[src/rtl/core/stc_pkg.sv]
// shared types and constants of the system timer with compare channels
package stc_pkg;

	localparam int MaxChannels = 4;

	typedef enum logic [1:0] {
		OP_TICK  = 2'd0,
		OP_READ  = 2'd1,
		OP_WRITE = 2'd2
	} stc_op_t;

	localparam logic [13:0] OFF_CONTROL = 14'h0000;
	localparam logic [13:0] OFF_COUNTER = 14'h0004;
	localparam logic [3:0]  SUB_CTRL    = 4'h0;
	localparam logic [3:0]  SUB_IRQ     = 4'h4;
	localparam logic [3:0]  SUB_COMPARE = 4'h8;
	localparam logic [9:0]  CH_BLOCK_LO = 10'd1;
	localparam logic [9:0]  CH_BLOCK_HI = 10'd4;

	localparam logic [15:0] CTRL_MASK = 16'hff03;
	localparam int          CTRL_EN   = 0;

	typedef struct packed {
		logic [1:0]  operation;
		logic [13:0] reg_offset;
		logic [31:0] write_data;
	} stc_in_t;

	typedef struct packed {
		logic [31:0] read_data;
		logic [3:0]  irq_lines;
	} stc_out_t;

endpackage

[src/rtl/core/stc_core.sv]
// timer register file, prescaler, counter and compare channels
module stc_core #(
	parameter int NUM_CHANNELS = 4
) (
	input  logic            clk,
	input  logic            arst_n,
	input  logic            advance,
	input  stc_pkg::stc_in_t item,
	output stc_pkg::stc_out_t result
);
	import stc_pkg::*;

	logic [15:0] ctrl_q, ctrl_d;
	logic [31:0] count_q, count_d;
	logic [7:0]  presc_cnt_q, presc_cnt_d;
	logic [NUM_CHANNELS-1:0] en_q, en_d, flag_q, flag_d;
	logic [31:0] cmp_q [NUM_CHANNELS];
	logic [31:0] cmp_d [NUM_CHANNELS];

	logic [9:0]  blk;
	logic [9:0]  ch_full;
	logic [1:0]  ch_idx;
	logic [3:0]  sub;
	logic        ch_hit;
	logic [31:0] rd;
	logic [3:0]  irq;

	always_comb begin
		blk     = item.reg_offset[13:4];
		sub     = item.reg_offset[3:0];
		ch_full = blk - CH_BLOCK_LO;
		ch_idx  = ch_full[1:0];
		ch_hit  = (blk >= CH_BLOCK_LO) && (blk <= CH_BLOCK_HI)
			&& ({8'd0, ch_idx} < 10'(NUM_CHANNELS))
			&& (sub == SUB_CTRL || sub == SUB_IRQ || sub == SUB_COMPARE);
	end

	always_comb begin
		ctrl_d      = ctrl_q;
		count_d     = count_q;
		presc_cnt_d = presc_cnt_q;
		en_d        = en_q;
		flag_d      = flag_q;
		for (int n = 0; n < NUM_CHANNELS; n++) begin
			cmp_d[n] = cmp_q[n];
		end
		rd = '0;
		case (stc_op_t'(item.operation))
			OP_TICK: begin
				if (ctrl_q[CTRL_EN]) begin
					if (presc_cnt_q >= ctrl_q[15:8]) begin
						presc_cnt_d = '0;
						count_d     = count_q + 32'd1;
						for (int n = 0; n < NUM_CHANNELS; n++) begin
							if (en_q[n] && cmp_q[n] == count_d) begin
								flag_d[n] = 1'b1;
							end
						end
					end else begin
						presc_cnt_d = presc_cnt_q + 8'd1;
					end
				end
			end
			OP_READ: begin
				if (item.reg_offset == OFF_CONTROL) begin
					rd = {16'd0, ctrl_q};
				end else if (item.reg_offset == OFF_COUNTER) begin
					rd = count_q;
				end else if (ch_hit) begin
					for (int n = 0; n < NUM_CHANNELS; n++) begin
						if (ch_idx == 2'(n)) begin
							case (sub)
								SUB_CTRL:    rd = {31'd0, en_q[n]};
								SUB_IRQ:     rd = {31'd0, flag_q[n]};
								default:     rd = cmp_q[n];
							endcase
						end
					end
				end
			end
			OP_WRITE: begin
				if (item.reg_offset == OFF_CONTROL) begin
					ctrl_d = item.write_data[15:0] & CTRL_MASK;
				end else if (item.reg_offset == OFF_COUNTER) begin
					count_d = item.write_data;
				end else if (ch_hit) begin
					for (int n = 0; n < NUM_CHANNELS; n++) begin
						if (ch_idx == 2'(n)) begin
							case (sub)
								SUB_CTRL: en_d[n] = item.write_data[0];
								SUB_IRQ: begin
									if (item.write_data[0]) begin
										flag_d[n] = 1'b0;
									end
								end
								default: cmp_d[n] = item.write_data;
							endcase
						end
					end
				end
			end
			default: begin
				rd = '0;
			end
		endcase
		irq = '0;
		for (int n = 0; n < NUM_CHANNELS; n++) begin
			irq[n] = flag_d[n] & en_d[n];
		end
		result.read_data = rd;
		result.irq_lines = irq;
	end

	always_ff @(posedge clk or negedge arst_n) begin
		if (!arst_n) begin
			ctrl_q      <= '0;
			count_q     <= '0;
			presc_cnt_q <= '0;
			en_q        <= '0;
			flag_q      <= '0;
			for (int n = 0; n < NUM_CHANNELS; n++) begin
				cmp_q[n] <= '0;
			end
		end else if (advance) begin
			ctrl_q      <= ctrl_d;
			count_q     <= count_d;
			presc_cnt_q <= presc_cnt_d;
			en_q        <= en_d;
			flag_q      <= flag_d;
			for (int n = 0; n < NUM_CHANNELS; n++) begin
				cmp_q[n] <= cmp_d[n];
			end
		end
	end

endmodule

[src/rtl/core/system_timer_compare_channels.sv]
// system timer with compare channels: top level with input and result registers
//
// Each word is a base-clock tick, a bus read or a bus write, and gives exactly one
// result word: the read data (zero for anything but a mapped read) and the
// interrupt lines as they stand after the word. A word is taken into an input
// register, worked on by the register file, prescaler and compare logic, and
// lands in a result register, so one word per cycle is sustained while
// out_ready stays high. in_ready drops only while the result register is
// full and not being taken. Channels at or beyond NUM_CHANNELS read as zero and
// ignore writes; their interrupt lines stay low.
module system_timer_compare_channels #(
	parameter int NUM_CHANNELS = 4
) (
	input  logic              clk,
	input  logic              arst_n,
	input  logic              in_valid,
	output logic              in_ready,
	input  stc_pkg::stc_in_t  in_data,
	output logic              out_valid,
	input  logic              out_ready,
	output stc_pkg::stc_out_t out_data
);
	import stc_pkg::*;

	logic     valid_s1;
	stc_in_t  item_s1;
	logic     advance;
	stc_out_t result;
	stc_out_t out_q;
	logic     out_valid_q;

	assign advance   = valid_s1 && (!out_valid_q || out_ready);
	assign in_ready  = !valid_s1 || advance;
	assign out_valid = out_valid_q;
	assign out_data  = out_q;

	stc_core #(
		.NUM_CHANNELS(NUM_CHANNELS)
	) u_core (
		.clk    (clk),
		.arst_n (arst_n),
		.advance(advance),
		.item   (item_s1),
		.result (result)
	);

	always_ff @(posedge clk or negedge arst_n) begin
		if (!arst_n) begin
			valid_s1 <= 1'b0;
		end else if (in_ready) begin
			valid_s1 <= in_valid;
		end
	end

	always_ff @(posedge clk) begin
		if (in_valid && in_ready) begin
			item_s1 <= in_data;
		end
	end

	always_ff @(posedge clk or negedge arst_n) begin
		if (!arst_n) begin
			out_valid_q <= 1'b0;
		end else if (advance) begin
			out_valid_q <= 1'b1;
		end else if (out_ready) begin
			out_valid_q <= 1'b0;
		end
	end

	always_ff @(posedge clk) begin
		if (advance) begin
			out_q <= result;
		end
	end

endmodule
[config.mk]
export PLATFORM = sky130hd
export DESIGN_NAME = system_timer_compare_channels
export DESIGN_NICKNAME = d
export VERILOG_FILES = /design/src/rtl/core/stc_pkg.sv /design/src/rtl/core/stc_core.sv /design/src/rtl/core/system_timer_compare_channels.sv
export SDC_FILE = /design/constraint.sdc
export NUM_CORES = 1
export LEC_CHECK = 0
export BUFFER_PORTS_ARGS = -buffer_cell sky130_fd_sc_hd__buf_2
export CORE_MARGIN = 5
export CORE_UTILIZATION = 50
export DETAILED_ROUTE_END_ITERATION = 10
export PLACE_DENSITY_LB_ADDON = 0.05
export RECOVER_POWER = 100
export SETUP_SLACK_MARGIN = 0.05
export SYNTH_ARGS = -nofsm -noshare
export SYNTH_HDL_FRONTEND = slang
export SYNTH_SLANG_ARGS = --single-unit
[constraint.sdc]
create_clock -name clk -period 9.4 [get_ports clk]
set_input_delay 0.47 -clock clk [delete_from_list [all_inputs] [get_ports clk]]
set_output_delay 0.47 -clock clk [all_outputs]
set_load 0.005 [all_outputs]
==> metrics.md <==
| Metric | Value |
|---|---|
| Fin Setup TNS | `0 ps` |
| Largest net degree at the start of global routing | `73` |
| H-tree depth | `1` |
| XOR/XNOR Fraction of Synth Area | `8.69%` |
| Vias in the first global route | `12000` |
| Max_slew headroom | `-107%` |
| Multiplexer area fraction after synthesis | `15.4%` |
| Antenna cells | `0` |
| Critical path type | `flop to flop` |
| I/O Pins | `90` |
| Fin nets | `1556` |
| Number of failing hold endpoints at the final stage | `0` |
| CTS tree | `done` |
| Routed via count | `12600` |
| EDFF count, synth | `84` |
| Layout area overhead | `10.1%` |
| RSZ-0062 raised after global routing | `false` |
| Vias per cell | `6.54` |
| Hold depth | `1` |
| Cells after DPL | `1864` |
| Seq/Total Area, Yosys | `45.5%` |
| Setup crit start kind | `flop` |
| CP required | `9710 ps` |
| Mapped cell area | `15900 um2` |
| Die area | `35400 um2` |
| Most common cell after layout, fill and taps aside | `dfrtp_1` |
| Total CTS buffers | `29` |
| Synthesized area per cell | `10.9 um2` |
| Routability cong. | `0.974` |
| Worst Reg-to-Reg Cells | `7` |
| Period utilization | `73.1%` |
| Post-Synth Simple-Gate Area | `14.2%` |
| Worst Tran Pin Value | `3100 ps` |
| DR WL/cell | `27.7 um` |
| Skew final | `21.9 ps` |
| CTS sink count | `272` |
| Min Clock Period, post-route | `6870 ps` |
| CTS resizes | `0` |
| Status | `finished, violations left` |
| Post-synthesis sequential element count | `272` |
| Post-Layout Cell Count | `1919` |
| Fmax | `146 MHz` |
| Ys async rst share | `69.1%` |
| Slowest CP cell | `nor2_1` |
| Syn_nets | `1515` |
| Core area | `31500 um2` |
| Failing checks | `max-capacitance violations, max-slew violations` |
| Most frequent cells in the layout | `dfrtp_1 (188), mux2_2 (134), nor2_1 (98)` |
| Adder-cell share of the synthesized area | `0.788%` |
| CP Capture Type | `flop` |
| Most frequent CP cell | `o21ai_0` |
| Layout cells sized above 1 | `21.5%` |
| Max incr delay on CP | `2160 ps` |
| HPWL Detailed | `37000 um` |
| First-pass GRT wire length | `78600 um` |
| Max-cap violations | `10` |
| DR pass1 iterations | `5` |
| Peak VDD IR | `0.157 mV` |
| Initial antenna violation count | `1` |
| 1st-iter DRT viols | `1387` |
| Gr usage total | `29.1%` |
| PortBufs | `89` |
| Clock slew at reported path FFs | `70 ps` |
| Remaining DRCs | `0` |
| GRT overflow | `0` |
| Total Routed Length | `53100 um` |
| Post-synthesis cell type count | `78` |
| Die Ht | `188 um` |
| Compound-Gate Fraction of Synth Area | `12.0%` |
| Main combinational cell family by area after synthesis | `multiplexers` |
| Num rows | `65` |
| Final setup fails | `0` |
| Synthesis warning total | `0` |
| Starting Density | `50.4%` |
| Clock Root Buffer | `clkbuf_16` |
| Latest clock arrival within the worst-skew pair | `580 ps` |
| Hold WC Path Type | `input pin to flop` |
| Die Wd | `188 um` |
| Postcts setup bufs | `0` |
| Worst Path Max Fanout | `24` |
| Worst EP arrival | `7190 ps` |
| Pwr per Cell Area | `145 nW/um2` |
| Primary FF master, synth | `dfrtp_1` |
| Longest Clk Path Bufs | `3` |
| Cell Chain, Critical Path | `or4_1, nor4_1, nand2_1, nor2_1, a31oi_1, o21ai_0, o21ai_0` |
| ANT nets after route | `0` |
| Cells after synthesis | `1453` |
| Final Slew Violations | `355` |
| Leak | `0.00720 uW` |
kinds of logic after synthesis:
kind of cell | after synthesis
fa+ha+maj | 10
buf+inv | 133
mux | 188
flops | 272
simple gates | 419
compound gates | 294
xor+xnor | 137
layer usage:
layer,GRT usage [%],up-vias,share of wire [%]
li1,-,5520,-
met1,43.5,6393,45
met2,43.6,527,44
met3,5.45,111,7.5
met4,8.53,2,3.4
met5,0,-,0.024
cell type report:
type | instances | area [um2]
multi-input combinational | 1048 | 8110
timing repair buffer | 110 | 562
tap | 402 | 503
fill | 2762 | 14000
clock inverter | 15 | 133
clock buffer | 39 | 826
inverter | 33 | 124
sequential | 272 | 7230
synthesized netlist by cell type, types with 14 or more instances:
library cell / count / area share [%]
xnor2_1: 96 / 5.3
dfrtp_1: 188 / 30
inv_1: 33 / 0.78
nand4_1: 27 / 1.1
buf_2: 14 / 0.44
nand2_1: 74 / 1.7
a21oi_1: 71 / 2.2
nor4_1: 24 / 0.95
mux4_2: 32 / 4.5
and3_1: 21 / 0.83
xor2_1: 28 / 1.5
clkbuf_1: 59 / 1.4
nor2_1: 99 / 2.3
edfxtp_1: 84 / 16
o21ai_0: 75 / 2.4
nor3_1: 29 / 0.91
a31oi_1: 17 / 0.67
mux2_2: 134 / 9.5
buf_1: 22 / 0.52
a22oi_1: 32 / 1.5
mux2i_1: 21 / 1.3
nand3_1: 56 / 1.8
per-stage QoR:
step	setup WS [ps]	total power (uW)	hold slack (ps)	util [%]	area [um2]
detailed placement	4840	1400	462	52.8	16600
global route	2290	2620	50.0	55.5	17500
finish	2530	2530	63.8	55.5	17500
floorplan	6460	1340	174	-	15900
global placement	4400	1400	462	52.8	16600
CTS	4820	2560	45.0	55.8	17600
final timing paths:
check                                         to  slack [ps]              from
setup / recovery              u_core.count_q[16]        2530       item_s1[43]
hold / removal                       item_s1[23]          60       in_data[23]
setup reg to reg              u_core.count_q[16]        2530       item_s1[43]
hold reg to reg                 u_core.ctrl_q[1]         520  u_core.ctrl_q[1]
max in group asynchronous     u_core.count_q[24]        5690            arst_n
min in group asynchronous  u_core.presc_cnt_q[0]        1460            arst_n
registers in the layout (all words and copies together), names as in the netlist:
signal              flops
u_core.cmp_q          128
item_s1                48
out_data               36
u_core.count_q         32
u_core.ctrl_q          10
u_core.presc_cnt_q      8
u_core.en_q             4
u_core.flag_q           4
out_valid               1
valid_s1                1
critical path, delay by kind of cell (launching register included):
family,cells,cell delay [ps]
AOI/OAI and AO/OA,3,2290
and+or+nand+nor,4,3960
DFF,1,350
power by group:
part	internal, uW	leakage (uW)	switching (uW)
Clock	670	0.000472	481
Sequential	1250	0.00336	23.0
Combinational	31.7	0.00337	72.1
what timing repair did:
action                                 in CTS  in global routing
endpoints found under the hold margin      51                  0
setup endpoints to repair                   0                  0
hold buffers                                1                  0
No activity file was read; power rests on OpenSTA's default activity.
